$ cat src/hw/rtl/frame_downscale_to_256_unit_macros.svh
// assertion macros for the frame downscale unit
// included by the top level; no other dependencies
`ifndef FRAME_DOWNSCALE_TO_256_UNIT_MACROS_SVH
`define FRAME_DOWNSCALE_TO_256_UNIT_MACROS_SVH

`ifndef NO_ASSERTIONS
// same-cycle implication, checked out of reset
`define FDS_ASSERT_IMPL(label, ante, cons) \
  label: assert property (@(posedge clk) disable iff (!rst_n) (ante) |-> (cons)) \
    else $error("fds assertion failed");
// next-cycle implication, checked out of reset
`define FDS_ASSERT_NEXT(label, ante, cons) \
  label: assert property (@(posedge clk) disable iff (!rst_n) (ante) |=> (cons)) \
    else $error("fds assertion failed");
`else
`define FDS_ASSERT_IMPL(label, ante, cons)
`define FDS_ASSERT_NEXT(label, ante, cons)
`endif

`endif

$ cat src/hw/rtl/fds_pkg.sv
// shared types, constants and codes for the frame downscale unit
// no dependencies
package fds_pkg;

  localparam int OUT_SIDE_DEF    = 256;
  localparam int QUEUE_DEPTH_DEF = 2;

  localparam int PIX_W   = 32;
  localparam int CHAN_N  = 4;
  localparam int CHAN_W  = 8;
  localparam int PSUM_W  = 9;
  localparam int SUM_W   = CHAN_N * PSUM_W;

  localparam int CFG_IDX_W = 1;
  localparam logic [CFG_IDX_W-1:0] REG_WIDE_SOURCE = 1'b0;
  localparam logic [CFG_IDX_W-1:0] REG_TALL_SOURCE = 1'b1;

  typedef struct packed {
    logic [PIX_W-1:0] pixel_word;
    logic             frame_start;
  } in_t;

  typedef struct packed {
    logic [PIX_W-1:0] scaled_pixel;
    logic             frame_end;
  } out_t;

  typedef struct packed {
    logic wide_source;
    logic tall_source;
  } cfg_t;

  typedef enum logic [1:0] {
    MODE_DIRECT,
    MODE_ROW_SKIP,
    MODE_PAIR,
    MODE_QUAD
  } mode_t;

  // one classified output pixel on its way to the back end
  typedef struct packed {
    logic             quad;
    logic [SUM_W-1:0] up_sum;
    logic [SUM_W-1:0] cur_sum;
    logic [PIX_W-1:0] word;
    logic             last;
  } job_t;

endpackage

$ cat src/hw/rtl/fds_back.sv
// back end: finishes the 2x2 average or passes the job word through, and drives the output register
// depends on fds_pkg
module fds_back (
  input  logic          clk,
  input  logic          rst_n,
  input  logic          job_valid,
  output logic          job_ready,
  input  fds_pkg::job_t job,
  output logic          out_valid,
  input  logic          out_ready,
  output fds_pkg::out_t out_data
);

  logic                      out_valid_r, out_valid_nxt;
  fds_pkg::out_t             out_data_r;
  logic [fds_pkg::PIX_W-1:0] quad_word;
  logic [fds_pkg::PSUM_W:0]  csum [fds_pkg::CHAN_N];
  logic                      take;

  assign job_ready = !out_valid_r || out_ready;
  assign take      = job_valid && job_ready;

  // add the even-row and odd-row pair sums, keep bits 9..2
  always_comb begin
    for (int c = 0; c < fds_pkg::CHAN_N; c++) begin
      csum[c] = {1'b0, job.up_sum[c*fds_pkg::PSUM_W +: fds_pkg::PSUM_W]} +
                {1'b0, job.cur_sum[c*fds_pkg::PSUM_W +: fds_pkg::PSUM_W]};
      quad_word[c*fds_pkg::CHAN_W +: fds_pkg::CHAN_W] = csum[c][fds_pkg::PSUM_W:2];
    end
  end

  assign out_valid_nxt = take || (out_valid_r && !out_ready);

  always_ff @(posedge clk) begin
    if (!rst_n) begin
      out_valid_r <= 1'b0;
    end else begin
      out_valid_r <= out_valid_nxt;
    end
  end

  always_ff @(posedge clk) begin
    if (take) begin
      out_data_r.scaled_pixel <= job.quad ? quad_word : job.word;
      out_data_r.frame_end    <= job.last;
    end
  end

  assign out_valid = out_valid_r;
  assign out_data  = out_data_r;

endmodule

$ cat config.mk
export PLATFORM = sky130hd
export DESIGN_NAME = fds_back
export DESIGN_NICKNAME = d
export VERILOG_FILES = /design/src/hw/rtl/frame_downscale_to_256_unit_macros.svh /design/src/hw/rtl/fds_pkg.sv /design/src/hw/rtl/fds_back.sv
export SDC_FILE = /design/constraint.sdc
export NUM_CORES = 1
export LEC_CHECK = 0
export ABC_CLOCK_PERIOD_IN_PS = 2770
export BUFFER_PORTS_ARGS = -buffer_cell sky130_fd_sc_hd__buf_2
export CAP_MARGIN = 20
export CORE_ASPECT_RATIO = 0.9
export CORE_UTILIZATION = 40
export DETAILED_ROUTE_END_ITERATION = 10
export PLACE_DENSITY = 0.73
export SYNTH_ARGS = -nofsm -noshare
export SYNTH_HDL_FRONTEND = slang
export SYNTH_SLANG_ARGS = --single-unit
$ cat constraint.sdc
create_clock -name clk -period 2.77 [get_ports clk]
set_clock_uncertainty 0.1 [all_clocks]
set_input_delay 0.4155 -clock clk [delete_from_list [all_inputs] [get_ports clk]]
set_output_delay 0.4155 -clock clk [all_outputs]
set_load 0.005 [all_outputs]
==> flow_metrics.py <==
metrics = {
    "global_routing": {
        "grtUsageTotal_pct": 18.92,
        "grt_pass1_wl_mm": 10.44,
        "grt_pass1_vias": 2440,
        "grt_max_degree": 34,
        "overflow": 0,
        "antenna_found_initial": 0,
    },
    "layout": {
        "syn2layout_area_growth_pct": 34.27,
        "finalNonFillerCells": 493,
        "insertedDiodeCount": 0,
        "nets": 547,
        "drive_above_1_share_pct": 43.35,
    },
    "yosys": {
        "async_flop_share_pct": 0,
        "avgSynthCellArea_um2": 10.32,
        "synthFlopType": "edfxtp_1",
        "netlist_area_um2": 2684,
        "ys_warn_count": 0,
        "yosysTopAreaCell": "edfxtp_1",
        "yosys-top-cells-area": "edfxtp_1, ha_1, mux2_2",
        "synth_seq_area_share_pct": 37.67,
        "synth_edf_count": 33,
        "synthDistinctLibCells": 46,
        "synthCells": 260,
        "synth_nets": 402,
        "synth_top_area_share_pct": 36.92,
        "ys_seq_elements": 34,
    },
    "clocking": {
        "cts_max_level": 2,
        "root_buffer": "clkbuf_8",
        "cts_sinks": 34,
        "clock_path_buffers": 2,
        "cts_buffers": 5,
        "insertion_delay_ns": 0.28,
        "ctsResizeCount": 0,
        "cts_tree": "yes",
        "path_clk_slew_ns": 0.07,
        "post_cts_buffers": 0,
        "hold_buffers": 0,
    },
    "timing": {
        "rsz0062_at_grt": "false",
        "setup_violations": 0,
        "period_needed_ns": 2.074,
        "max_freq_mhz": 482.1,
        "hold_viol_final": 0,
        "tightest_slew_ns": 0.5489,
        "finalSetupTns_ns": 0,
        "finalCritPeriodShare_pct": 74.88,
        "slew_headroom_pct": 63.37,
        "slew_viol_final": 0,
    },
    "worst_setup_path": {
        "max_stage_delay_ns": 0.38,
        "critical_path_class": "in -> reg",
        "crit_buf_inv": 1,
        "crit_family": "simple AND/OR/NAND/NOR gates",
        "cp_cell_sequence": "buf_2 -> ha_1 -> and3_1 -> and3_1 -> a211oi_2 -> xnor2_1 -> mux2_4",
        "end_kind": "flop",
        "arrival_ns": 2.01,
        "cp_slowest_cell": "ha_1",
        "critical_path.most_common_cell": "and3_1",
        "required_ns": 2.70,
        "crit_path_start_kind": "primary input",
        "path_max_fanout": 8,
    },
    "worst_hold_path": {
        "hp-class": "in -> reg",
    },
    "placement": {
        "post-place-cells": 485,
        "hpwl_mm": 5.330,
        "io_buffers": 144,
        "finalWeightedCongestion": 0.8225,
    },
    "drt": {
        "num_vias": 2495,
        "finalWirelength_mm": 6.495,
        "wl_per_cell_um": 13.17,
        "viasPerCell": 5.061,
        "ant_nets": 0,
        "first_pass_iters": 4,
        "drtIter0Drc": 52,
        "drc_errors": 0,
    },
    "job": {
        "maxCapViolCount": 0,
    },
    "floorplan": {
        "start_util_pct": 42.71,
        "dieWidth_um": 88.34,
        "die_y_um": 79.71,
        "row_count": 27,
        "pin_count": 145,
        "dieArea_um2": 7042,
        "coreArea_um2": 6284,
    },
    "power_and_ir_drop": {
        "switching_share_pct": 27.05,
        "switchingPower_uw": 428.9,
        "power_leakage_nw": 1.700,
        "p_int_mw": 1.157,
        "comb_power_share_pct": 31.5,
        "vdd_drop_max_mv": 0.1626,
        "clkPwrFrac_pct": 27.8,
        "seqPwrFrac_pct": 40.7,
        "power.total_mw": 1.586,
        "p_per_area_nw_per_um2": 440.0,
    },
    "run_status": {
        "run_status": "finished, final reports clean",
    },
}
-- worst reg2reg max path, delay by kind of cell, from the launching register on --
kind,cells,cell delay [ns]
AND/OR/NAND/NOR,2,0.21
buffers and inverters,1,0.38
flip-flops,1,0.31
-- worst paths after layout --
path	from	end	slack, ns	depth (start not counted)
worst max-delay path	job[47]	out_data[15]$_DFFE_PP_	0.70	7
worst min-delay path	job[0]	out_data[0]$_DFFE_PP_	0.21	1
worst max register to register	out_valid$_SDFF_PN0_	out_data[27]$_DFFE_PP_	1.42	3
worst min register to register	out_valid$_SDFF_PN0_	out_valid$_SDFF_PN0_	0.43	2
-- metal layers --
layer / vias up / routed length, um / track usage (%)
met5: - / 0 / 0
met2: 92 / 3292 / 34.85
met1: 1112 / 2818 / 22.30
met3: 8 / 296 / 2.585
li1: 1283 / - / -
met4: 0 / 87 / 6.290
-- area by class of cell --
cell class	count	area, um2
well taps	87	108.9
clock buffers	7	76.32
inverters	9	33.78
clock inverters	1	30.03
repair buffers	146	735.7
multi-input cells	209	1608
fillers	608	2680
flip-flops and latches	34	1011
-- flip-flops by register name, indices dropped and copies added (netlist names) --
| register | flops |
|---|---|
| out_data | 33 |
| out_valid | 1 |
-- power by group through the flow --
stage          sequential (mW)  clock [mW]  combinational (mW)
5_1_grt                  0.649       0.472               0.560
2_1_floorplan            0.664           0               0.302
6_report                 0.645       0.441               0.500
4_1_cts                  0.645       0.453               0.502
3_5_place_dp             0.657           0               0.500
3_3_place_gp             0.654           0               0.484
-- cells in the final DEF, fill, tap and decap left out, types with 5 or more instances in the layout --
master,count
nor3_1,6
xor2_1,5
nand4_1,7
edfxtp_1,33
a21o_1,6
nand2_1,21
inv_1,9
ha_1,32
buf_2,144
nor2_1,14
and3_1,5
xnor2_1,13
nand3_1,11
a21oi_1,15
o21ai_0,7
clkbuf_8,5
mux2_2,17
-- per-stage QoR --
| step | setup WS [ns] | cell area, um2 | hold WS, ns | util [%] |
|---|---|---|---|---|
| 6_report | 0.6960 | 3603 | 0.2131 | 57.35 |
| 2_1_floorplan | 0.6863 | 2684 | 0.4144 | - |
| 4_1_cts | 0.7006 | 3603 | 0.2085 | 57.35 |
| 3_5_place_dp | 0.3951 | 3497 | 0.4181 | 55.66 |
| 5_1_grt | 0.6559 | 3603 | 0.1984 | 57.35 |
| 3_3_place_gp | 0.5005 | 3497 | 0.4029 | 55.66 |
-- cell usage after synthesis (all sizes together) (3+ instances only) --
master / n
a211oi: 3
a21o: 6
a21oi: 16
a31oi: 6
and3: 5
buf: 3
clkbuf: 5
edfxtp: 33
ha: 32
inv: 9
mux2: 18
mux2i: 3
nand2: 21
nand3: 11
nand3b: 4
nand4: 7
nor2: 14
nor3: 6
o211ai: 3
o21a: 3
o21ai: 9
o31ai: 4
xnor2: 13
xor2: 5
-- kinds of logic after synthesis --
| logic type | Yosys count | share of synthesized area, % |
|---|---|---|
| flops | 34 | 37.67 |
| mux | 21 | 8.811 |
| compound gates | 60 | 15.62 |
| simple gates | 78 | 14.69 |
| xor+xnor | 18 | 5.874 |
| fa+ha+maj | 32 | 14.92 |
| buf+inv | 17 | 2.424 |
Power figures use the tool's default switching activity.
