`src/hw/rtl/frame_downscale_to_256_unit_macros.svh`:
```
// assertion macros for the frame downscale unit
// included by the top level; no other dependencies
`ifndef FRAME_DOWNSCALE_TO_256_UNIT_MACROS_SVH
`define FRAME_DOWNSCALE_TO_256_UNIT_MACROS_SVH

`ifndef NO_ASSERTIONS
// same-cycle implication, checked out of reset
`define FDS_ASSERT_IMPL(label, ante, cons) \
  label: assert property (@(posedge clk) disable iff (!rst_n) (ante) |-> (cons)) \
    else $error("fds assertion failed");
// next-cycle implication, checked out of reset
`define FDS_ASSERT_NEXT(label, ante, cons) \
  label: assert property (@(posedge clk) disable iff (!rst_n) (ante) |=> (cons)) \
    else $error("fds assertion failed");
`else
`define FDS_ASSERT_IMPL(label, ante, cons)
`define FDS_ASSERT_NEXT(label, ante, cons)
`endif

`endif

```
`src/hw/rtl/fds_pkg.sv`:
```
// shared types, constants and codes for the frame downscale unit
// no dependencies
package fds_pkg;

  localparam int OUT_SIDE_DEF    = 256;
  localparam int QUEUE_DEPTH_DEF = 2;

  localparam int PIX_W   = 32;
  localparam int CHAN_N  = 4;
  localparam int CHAN_W  = 8;
  localparam int PSUM_W  = 9;
  localparam int SUM_W   = CHAN_N * PSUM_W;

  localparam int CFG_IDX_W = 1;
  localparam logic [CFG_IDX_W-1:0] REG_WIDE_SOURCE = 1'b0;
  localparam logic [CFG_IDX_W-1:0] REG_TALL_SOURCE = 1'b1;

  typedef struct packed {
    logic [PIX_W-1:0] pixel_word;
    logic             frame_start;
  } in_t;

  typedef struct packed {
    logic [PIX_W-1:0] scaled_pixel;
    logic             frame_end;
  } out_t;

  typedef struct packed {
    logic wide_source;
    logic tall_source;
  } cfg_t;

  typedef enum logic [1:0] {
    MODE_DIRECT,
    MODE_ROW_SKIP,
    MODE_PAIR,
    MODE_QUAD
  } mode_t;

  // one classified output pixel on its way to the back end
  typedef struct packed {
    logic             quad;
    logic [SUM_W-1:0] up_sum;
    logic [SUM_W-1:0] cur_sum;
    logic [PIX_W-1:0] word;
    logic             last;
  } job_t;

endpackage

```
`src/hw/rtl/fds_queue.sv`:
```
// small fifo of classified transactions between front and back end
// depends on fds_pkg
module fds_queue #(
  parameter int DEPTH = fds_pkg::QUEUE_DEPTH_DEF
) (
  input  logic          clk,
  input  logic          rst_n,
  input  logic          push_valid,
  output logic          push_ready,
  input  fds_pkg::job_t push_job,
  output logic          pop_valid,
  input  logic          pop_ready,
  output fds_pkg::job_t pop_job
);

  localparam int PW   = $clog2(DEPTH);
  localparam int CNTW = $clog2(DEPTH + 1);

  fds_pkg::job_t   slots [DEPTH];
  logic [PW-1:0]   wr_ptr_r, wr_ptr_nxt, rd_ptr_r, rd_ptr_nxt;
  logic [CNTW-1:0] cnt_r, cnt_nxt;
  logic            push, pop;

  assign push_ready = (cnt_r != CNTW'(DEPTH));
  assign pop_valid  = (cnt_r != '0);
  assign push       = push_valid && push_ready;
  assign pop        = pop_valid && pop_ready;
  assign pop_job    = slots[rd_ptr_r];

  always_comb begin
    wr_ptr_nxt = wr_ptr_r;
    rd_ptr_nxt = rd_ptr_r;
    cnt_nxt    = cnt_r;
    if (push) begin
      wr_ptr_nxt = (wr_ptr_r == PW'(DEPTH - 1)) ? '0 : wr_ptr_r + 1'b1;
    end
    if (pop) begin
      rd_ptr_nxt = (rd_ptr_r == PW'(DEPTH - 1)) ? '0 : rd_ptr_r + 1'b1;
    end
    if (push && !pop) begin
      cnt_nxt = cnt_r + 1'b1;
    end else if (pop && !push) begin
      cnt_nxt = cnt_r - 1'b1;
    end
  end

  always_ff @(posedge clk) begin
    if (!rst_n) begin
      wr_ptr_r <= '0;
      rd_ptr_r <= '0;
      cnt_r    <= '0;
    end else begin
      wr_ptr_r <= wr_ptr_nxt;
      rd_ptr_r <= rd_ptr_nxt;
      cnt_r    <= cnt_nxt;
    end
  end

  always_ff @(posedge clk) begin
    if (push) begin
      slots[wr_ptr_r] <= push_job;
    end
  end

endmodule

```
`config.mk`:
```
export PLATFORM = sky130hd
export DESIGN_NAME = fds_queue
export DESIGN_NICKNAME = d
export VERILOG_FILES = /design/src/hw/rtl/frame_downscale_to_256_unit_macros.svh /design/src/hw/rtl/fds_pkg.sv /design/src/hw/rtl/fds_queue.sv
export SDC_FILE = /design/constraint.sdc
export NUM_CORES = 1
export LEC_CHECK = 0
export BUFFER_PORTS_ARGS = -buffer_cell sky130_fd_sc_hd__buf_2
export CAP_MARGIN = 0
export CORE_UTILIZATION = 40
export CTS_BUF_LIST = sky130_fd_sc_hd__clkbuf_8
export DETAILED_ROUTE_END_ITERATION = 10
export MAX_ROUTING_LAYER = met4
export PLACE_DENSITY = 0.66
export SYNTH_ARGS = -nofsm -noshare
export SYNTH_HDL_FRONTEND = slang
export SYNTH_SLANG_ARGS = --single-unit
```
`constraint.sdc`:
```
create_clock -name clk -period 3.3 [get_ports clk]
set_input_delay 0 -clock clk [delete_from_list [all_inputs] [get_ports clk]]
set_output_delay 0 -clock clk [all_outputs]
set_load 0.02 [all_outputs]
```
==> results of run 1 <==
## routing by layer
layer / wire (um) / vias to the layer above / track usage, %
met1: 6340 / 2181 / 17.5
met4: 336 / 0 / 5.60
li1: - / 2117 / -
met2: 7720 / 171 / 25.7
met3: 1150 / 33 / 4.53
met5: 0 / - / -
## area by class of cell
type	instances	area [um^2]	share of cell area (%)
flip-flops and latches	217	6470	57.9
well taps	265	332	2.97
clock buffers	35	482	4.31
clock inverters	23	129	1.15
multi-input cells	124	1490	13.3
repair buffers	332	2260	20.3
inverters	1	6.26	0.0560
## Yosys cell counts, types with 2 or more instances
cell type / number / area (um^2)
mux2_4: 40 / 601
buf_6: 6 / 67.6
xnor2_1: 2 / 17.5
dfxtp_1: 5 / 100
and2_1: 4 / 25.0
edfxtp_1: 212 / 6370
mux2_2: 66 / 743
buf_2: 6 / 30.0
## stage by stage
step / cells / setup WS (ns) / area [um^2] / utilization (%)
floorplan: 354 / 0.0946 / 8050 / -
global placement: 829 / 1.34 / 9460 / 48.3
detailed placement: 829 / 1.24 / 9460 / 48.3
CTS: 997 / 0.997 / 11200 / 57.0
global route: 997 / 0.948 / 11200 / 57.0
finish: 997 / 1.06 / 11200 / 57.0
## sequential cells by signal, indices dropped and copies added, names as in the netlist, named ones only
signal	count
slots	212
cnt_r	2
rd_ptr_r	1
wr_ptr_r	1
## power by group
group	internal, mW	switching [mW]
Sequential	3.45	0.150
Combinational	1.02	1.26
Clock	1.07	0.973
## cells by family (layout without fill, tap and decap cells)
logic type / Yosys count / in the layout
adder cells (fa/ha/maj): 1 / 1
AND/OR/NAND/NOR: 9 / 9
buffers and inverters: 13 / 391
multiplexers: 106 / 106
flip-flops: 217 / 217
AO/OA/AOI/OAI: 5 / 5
XOR/XNOR: 3 / 3
## worst max-delay path: stages (launching register included)
cell and delay (ns):
dfxtp_4 0.68, buf_4 0.48, mux2_2 0.39, buf_2 0.17
## how the worst min path moves through the flow
stage	startpoint	endpoint	cells after the start
floorplan	push_job[0]	slots[0][0]	0
global placement	push_job[29]	slots[0][29]	1
detailed placement	push_job[72]	slots[0][72]	1
CTS	push_job[34]	slots[0][34]	2
global route	push_job[33]	slots[1][33]	2
finish	push_job[8]	slots[0][8]	2
==> results.py, run 1 <==
metrics = {
    "status": {
        "outcome": "completed",
    },
    "drt": {
        "wirelength_um": 15500,
        "via_count": 4502,
        "drc": 0,
        "dr.pass1.iters": 4,
        "wl_per_cell_um": 15.6,
        "viasPerCell": 4.52,
        "drt_iter0_drc": 129,
        "ant_nets": 0,
    },
    "logic_synthesis": {
        "ys_seq_area_share_pct": 80.3,
        "syn_inst": 354,
        "ys.flop_type": "edfxtp_1",
        "avgSynthCellArea_um2": 22.7,
        "synth_cell_types": 21,
        "netlist_area_um2": 8050,
        "synth-compound-area-share_pct": 0.435,
        "syn-num-nets": 465,
        "synth_simple_gate_area_share_pct": 0.808,
        "yosysWarnings": 0,
        "synth_xor_area_share_pct": 0.326,
        "synth_edf_count": 212,
        "synth_async_sr_flop_share_pct": 0,
        "synth-adder-area-share_pct": 0.155,
        "synth_top_family_by_area": "multiplexers",
        "synth_seq_cells": 217,
        "muxShareOfSynthArea_pct": 16.7,
    },
    "global_routing": {
        "grt_max_degree": 66,
        "antenna_found_initial": 0,
        "grt-ovfl-total": 0,
        "grt_pass1_wl_um": 23300,
        "grt_pass1_vias": 4748,
        "grt_usage_pct": 15.4,
    },
    "worst_setup_path": {
        "startpoint_type": "flip-flop",
        "crit_fanout": 36,
        "endpoint": "pop_job[105]",
        "arrival_ns": 2.24,
        "timing.rr.end": "slots[0][96]",
        "r2r_slack_ns": 1.26,
        "worstRegToRegCells": 4,
        "end_kind": "output pin",
        "cp.required_ns": 3.30,
        "worstSetupPathType": "flip-flop to output pin",
        "r2r-start": "cnt_r[0]",
    },
    "placed_design": {
        "gp_congestion": 0.685,
        "dpl.hpwl_um": 9450,
        "port_buffers": 217,
    },
    "sta": {
        "rsz0062_at_grt": "no",
        "finClkSkew_ns": 0.0110,
        "setup_viol": 0,
        "finalCritPeriodShare_pct": 67.8,
        "hold_viol": 0,
        "setup_tns_ns": 0,
        "timing.final.crit_period_ns": 2.24,
        "fmax_mhz": 447,
        "maxSlewHeadroom_pct": 62.1,
        "finalMaxSlewViolations": 0,
        "tightestPinTransition_ns": 0.568,
        "final.hold.worst_slack_ns": 0.216,
    },
    "clock_network": {
        "cts.sinks": 217,
        "cts_resized": 0,
        "post_cts_buffers": 0,
        "cts_htree_levels": 2,
        "clock_latency_ns": 0.50,
        "cts_tree": "yes",
        "cts_hold_buf": 110,
        "cts-root-buf": "clkbuf_8",
        "ctsLongestPathBuffers": 3,
        "clkTransAtPathRegs_ns": 0.06,
        "cts_made_buffers": 35,
    },
    "die": {
        "chipHeight_um": 144,
        "core_area_um2": 19600,
        "die_area_um2": 20700,
        "ios": 218,
        "die_w_um": 144,
        "start_util_pct": 41.1,
        "row_count": 51,
    },
    "job": {
        "drv_cap": 0,
    },
    "cells_and_area": {
        "final_nets": 822,
        "final_common_cell": "buf_2",
        "insertedDiodeCount": 0,
        "area_growth_pct": 38.7,
        "drive_above_1_share_pct": 51.5,
        "final_cell_mix": "buf_2, edfxtp_1, dlygate4sd3_1",
        "fillers": 1501,
    },
    "power_and_ir_drop": {
        "leakage_nw": 4.30,
        "power_per_cell_area_nw_per_um2": 708,
        "finalPower_mw": 7.91,
        "ir_drop_v": 0.000621,
    },
    "min_path": {
        "hold_class": "primary input to flip-flop",
    },
}
(Power assumes the default switching activity.)
==> run 2, diff against run 1 <==
==> constraint.sdc (replaced) <==
create_clock -name clk -period 1.9 [get_ports clk]
set_input_delay 0 -clock clk [delete_from_list [all_inputs] [get_ports clk]]
set_output_delay 0 -clock clk [all_outputs]
set_load 0.02 [all_outputs]
==> run 2 against run 1 <==
Critical path depth stayed put. Worst hold slack lost 0.011 ns. Clock-buffer cell count up 2. Clock skew grew 0.0010 ns. Clock power rose by 80%. Combinational power up 84%.
==> results.py, run 2 (synthesized netlist as in run 1, its figures left out) <==
metrics = {
    "sta": {
        "finalMaxSlewViolations": 0,
        "layout_setup_ws_ns": 0.138,
        "finClkSkew_ns": 0.0120,
        "setup_viol": 0,
        "rsz0062_at_grt": "no",
        "fmax_mhz": 568,
        "maxSlewHeadroom_pct": 75.6,
        "tightestPinTransition_ns": 0.366,
        "timing.final.crit_period_ns": 1.76,
        "hold_viol": 0,
        "finalCritPeriodShare_pct": 92.7,
    },
    "power_and_ir_drop": {
        "leakage_nw": 4.37,
        "ir_drop_v": 0.000836,
        "combPwrFrac_pct": 30.0,
        "pwr-share-clk_pct": 26.1,
        "p_seq_share_pct": 43.9,
        "p_int_mw": 9.81,
        "power_per_cell_area_nw_per_um2": 1240,
        "swShare_pct": 30.1,
        "p_sw_mw": 4.23,
    },
    "worst_setup_path": {
        "r2r_slack_ns": 0.28,
        "endpoint": "pop_job[37]",
        "startpoint_type": "flip-flop",
        "worstSetupPathType": "flip-flop to output pin",
        "timing.rr.end": "cnt_r[1]",
        "crit_fanout": 43,
        "r2r-start": "cnt_r[1]",
        "end_kind": "output pin",
        "arrival_ns": 1.76,
        "cp.required_ns": 1.90,
        "worstRegToRegCells": 5,
    },
    "cells_and_area": {
        "layout.cells.non_filler": 1005,
        "multi_input_area_um2": 1490,
        "final_common_cell": "buf_2",
        "drive_above_1_share_pct": 51.8,
        "fillers": 1483,
        "largest_reg_flops": 212,
        "reg_top3": "slots: 212 flops, cnt_r: 2 flops",
        "final-seq-area_um2": 6470,
        "final_cell_mix": "buf_2, edfxtp_1, dlygate4sd3_1",
        "regMostFlops": "slots",
        "final_util_pct": 57.7,
        "area_growth_pct": 40.5,
        "final_nets": 827,
        "insertedDiodeCount": 0,
    },
    "die": {
        "die_w_um": 144,
        "row_count": 51,
        "die_area_um2": 20700,
        "ios": 218,
        "chipHeight_um": 144,
        "core_area_um2": 19600,
        "start_util_pct": 41.1,
    },
    "placed_design": {
        "dp_cells": 832,
        "gp_congestion": 0.728,
        "port_buffers": 217,
        "dpl.hpwl_um": 9840,
        "dp_slack_ns": 0.301,
    },
    "clock_network": {
        "ctsLongestPathBuffers": 3,
        "clkTransAtPathRegs_ns": 0.06,
        "cts_htree_levels": 2,
        "post_cts_buffers": 0,
        "cts_made_buffers": 36,
        "clock_latency_ns": 0.52,
        "cts.sinks": 217,
        "cts-root-buf": "clkbuf_8",
        "cts_tree": "yes",
    },
    "status": {
        "outcome": "completed",
    },
    "drt": {
        "ant_nets": 0,
        "wl_met1_um": 6330,
        "route.met2.wl_um": 8300,
        "wl_met3_um": 1300,
        "highest_layer": "met4",
        "via_count": 4501,
        "drt_iter0_drc": 197,
        "wl_per_cell_um": 16.2,
        "wirelength_um": 16300,
        "drc": 0,
        "viasPerCell": 4.48,
        "dr.pass1.iters": 4,
    },
    "job": {
        "drv_cap": 0,
    },
    "global_routing": {
        "grt_usage_pct": 15.6,
        "antenna_found_initial": 0,
        "grt_pass1_wl_um": 23500,
        "grt-ovfl-total": 0,
        "grt_pass1_vias": 4811,
        "grt_max_degree": 64,
    },
    "min_path": {
        "hold_class": "primary input to flip-flop",
    },
}
[run 2: changes by cell type in the layout (fill, tap and decap cells not counted)]
| cell | before | now |
|---|---|---|
| buf_12 | 3 | 6 |
| buf_16 | 0 | 1 |
| buf_4 | 2 | 1 |
| clkbuf_16 | 0 | 1 |
| clkbuf_8 | 35 | 37 |
| clkinv_1 | 6 | 5 |
| dfxtp_1 | 4 | 3 |
| dfxtp_2 | 0 | 1 |
| inv_1 | 9 | 13 |
| inv_4 | 1 | 0 |
[run 2: cell type report]
class | count | share of cell area (%)
Tap cell | 265 | 2.93
Multi-Input combinational cell | 124 | 13.2
Sequential cell | 217 | 57.2
Timing Repair Buffer | 336 | 20.9
Clock inverter | 25 | 1.17
Clock buffer | 37 | 4.50
Inverter | 1 | 0.0664
[run 2: worst min path at each step]
stage	start	slack, ns	endpoint	depth (start not counted)
floorplan	push_job[0]	0.1	slots[0][0]	0
global placement	push_job[0]	0.19	slots[0][0]	1
detailed placement	push_job[45]	0.19	slots[0][45]	1
CTS	push_job[101]	0.17	slots[1][101]	2
global route	push_job[103]	0.19	slots[0][103]	2
finish	push_job[45]	0.20	slots[0][45]	2
[run 2: worst max-delay path: stages (launching register included)]
cell	delay, ns
dfxtp_4	0.41
buf_12	0.27
mux2_2	0.39
buf_2	0.17
[run 2: through the flow]
step	power (mW)	cell area, um^2	TNS [ns]	hold WS [ns]
CTS	14.1	11300	0	0.167
floorplan	9.03	8060	-120.88	0.0989
global route	14.7	11300	0	0.187
global placement	10.1	9530	0	0.188
detailed placement	10.2	9530	0	0.191
finish	14.0	11300	0	0.205
[run 2: power groups by stage]
stage | Combinational (mW) | Sequential (mW) | Clock, mW
2_1_floorplan | 2.81 | 6.22 | 0
3_3_place_gp | 3.93 | 6.20 | 0
3_5_place_dp | 3.99 | 6.25 | 0
4_1_cts | 4.19 | 6.15 | 3.78
5_1_grt | 4.48 | 6.21 | 3.99
6_report | 4.20 | 6.16 | 3.67
[run 2: routing by layer]
metal,track usage (%),up-vias
li1,-,2127
met2,27.3,177
met5,-,-
met3,4.80,29
met1,16.4,2168
met4,5.94,0
[run 2: what timing repair did]
item / CTS / global route
gates resized for setup: 0 / 1
setup endpoints to repair: 0 / 10
hold endpoints to repair: 217 / 0
hold buffers: 110 / 0
==> run 3, diff against run 2 <==
--- a/config.mk
+++ b/config.mk
@@ -11,7 +11,7 @@
 export CTS_BUF_LIST = sky130_fd_sc_hd__clkbuf_8
 export DETAILED_ROUTE_END_ITERATION = 10
 export MAX_ROUTING_LAYER = met4
-export PLACE_DENSITY = 0.66
+export PLACE_DENSITY = 0.67
 export SYNTH_ARGS = -nofsm -noshare
 export SYNTH_HDL_FRONTEND = slang
 export SYNTH_SLANG_ARGS = --single-unit
==> run 3 against run 2 <==
Non-clock buffer count shrank 1. Critical path depth stayed put. Worst setup slack worse by 0.054 ns.
==> results.py, run 3 (synthesized netlist as in run 1, its figures left out) <==
metrics = {
    "status": {
        "outcome": "completed",
    },
    "drt": {
        "viasPerCell": 4.54,
        "wl_per_cell_um": 16.2,
        "wirelength_um": 16300,
        "drt_iter0_drc": 100,
        "dr.pass1.iters": 4,
        "via_count": 4558,
        "ant_nets": 0,
        "drc": 0,
    },
    "clock_network": {
        "cts-root-buf": "clkbuf_8",
        "cts_tree": "yes",
        "cts_made_buffers": 36,
        "clkTransAtPathRegs_ns": 0.06,
        "ctsLongestPathBuffers": 3,
        "clock_latency_ns": 0.50,
        "cts_htree_levels": 2,
        "cts.sinks": 217,
        "cts_resized": 0,
        "post_cts_buffers": 0,
    },
    "min_path": {
        "hold_class": "primary input to flip-flop",
    },
    "sta": {
        "layout_setup_ws_ns": 0.0841,
        "final.hold.worst_slack_ns": 0.214,
        "rsz0062_at_grt": "no",
        "hold_viol": 0,
        "finalCritPeriodShare_pct": 95.6,
        "finalMaxSlewViolations": 0,
        "fmax_mhz": 551,
        "tightestPinTransition_ns": 0.404,
        "setup_viol": 0,
        "timing.final.crit_period_ns": 1.82,
        "setup_tns_ns": 0,
        "finClkSkew_ns": 0.0156,
        "maxSlewHeadroom_pct": 73.1,
    },
    "worst_setup_path": {
        "timing.rr.end": "cnt_r[1]",
        "crit_fanout": 65,
        "r2r-start": "cnt_r[1]",
        "startpoint_type": "flip-flop",
        "worstSetupPathType": "flip-flop to output pin",
        "arrival_ns": 1.82,
        "r2r_slack_ns": 0.33,
        "worstRegToRegCells": 5,
        "end_kind": "output pin",
        "cp.required_ns": 1.90,
        "endpoint": "pop_job[86]",
    },
    "die": {
        "row_count": 51,
        "core_area_um2": 19600,
        "chipHeight_um": 144,
        "ios": 218,
        "die_w_um": 144,
        "start_util_pct": 41.1,
        "die_area_um2": 20700,
    },
    "global_routing": {
        "grt-ovfl-total": 0,
        "grt_usage_pct": 16.0,
        "grt_max_degree": 66,
        "grt_pass1_vias": 4942,
        "grt_pass1_wl_um": 24100,
        "antenna_found_initial": 0,
    },
    "placed_design": {
        "port_buffers": 217,
        "gp_congestion": 0.733,
        "dp_slack_ns": 0.358,
        "dpl.hpwl_um": 9570,
    },
    "cells_and_area": {
        "largest_reg_flops": 212,
        "final_common_cell": "buf_2",
        "regMostFlops": "slots",
        "final_util_pct": 57.7,
        "area_growth_pct": 40.3,
        "drive_above_1_share_pct": 51.8,
        "final-seq-area_um2": 6470,
        "insertedDiodeCount": 0,
        "fillers": 1480,
        "final_cell_mix": "buf_2, edfxtp_1, dlygate4sd3_1",
        "multi_input_area_um2": 1490,
        "final_nets": 826,
        "reg_top3": "slots: 212 flops, cnt_r: 2 flops",
    },
    "power_and_ir_drop": {
        "finalPower_mw": 14.1,
        "power_per_cell_area_nw_per_um2": 1250,
        "ir_drop_v": 0.000755,
        "leakage_nw": 4.35,
    },
    "job": {
        "drv_cap": 0,
    },
}
==> run 3: changes by cell type in the layout (fill, tap and decap cells not counted), moves of 2 or more <==
| cell | delta |
|---|---|
| clkinv_1 | +6 |
| inv_1 | -7 |
| clkinv_2 | +2 |
| clkinvlp_4 | -2 |
==> run 3: worst min-delay path by stage <==
stage | startpoint | end | slack [ns] | cells past startpoint
after detailed placement | push_job[65] | slots[1][65] | 0.19 | 1
after global routing | push_job[29] | slots[1][29] | 0.19 | 2
final | push_job[45] | slots[1][45] | 0.21 | 2
after CTS | push_job[30] | slots[0][30] | 0.18 | 2
after floorplan | push_job[0] | slots[0][0] | 0.1 | 0
after global placement | push_job[7] | slots[1][7] | 0.19 | 1
==> run 3: final cells by class <==
class                      instances  share of cell area (%)
multi-input combinational        124                    13.2
tap                              265                    2.94
timing repair buffer             335                    20.7
clock buffer                      37                    4.51
clock inverter                    25                    1.36
sequential                       217                    57.3
inverter                           1                  0.0665
==> run 3: per-stage QoR <==
stage | cells | instance area (um^2)
4_1_cts | 1004 | 11300
3_5_place_dp | 832 | 9530
2_1_floorplan | 354 | 8060
5_1_grt | 1004 | 11300
3_3_place_gp | 832 | 9530
6_report | 1004 | 11300
==> run 3: power breakdown <==
part           internal (mW)  leakage, nW  switching [mW]
Sequential              5.98         2.02           0.167
Combinational           1.85         1.96            2.31
Clock                   2.08        0.367            1.75
Total                   9.91         4.35            4.23
==> run 3: routing by layer <==
layer / part of all wire, % / GRT usage [%] / vias up
met3: 6.8 / 4.67 / 26
met1: 38 / 16.7 / 2233
met4: 1.7 / 5.66 / 0
met5: 0 / - / -
met2: 53 / 28.5 / 162
li1: - / - / 2137
==> run 3: worst max-delay path: stages (launching register included) <==
cell	delay, ns
dfxtp_4	0.37
buf_12	0.35
mux2_2	0.39
buf_2	0.16
==> run 3: timing repair <==
action | CTS | global route
hold buffers | 110 | 0
hold endpoints to repair | 217 | 0
endpoints found under the setup margin | 0 | 0
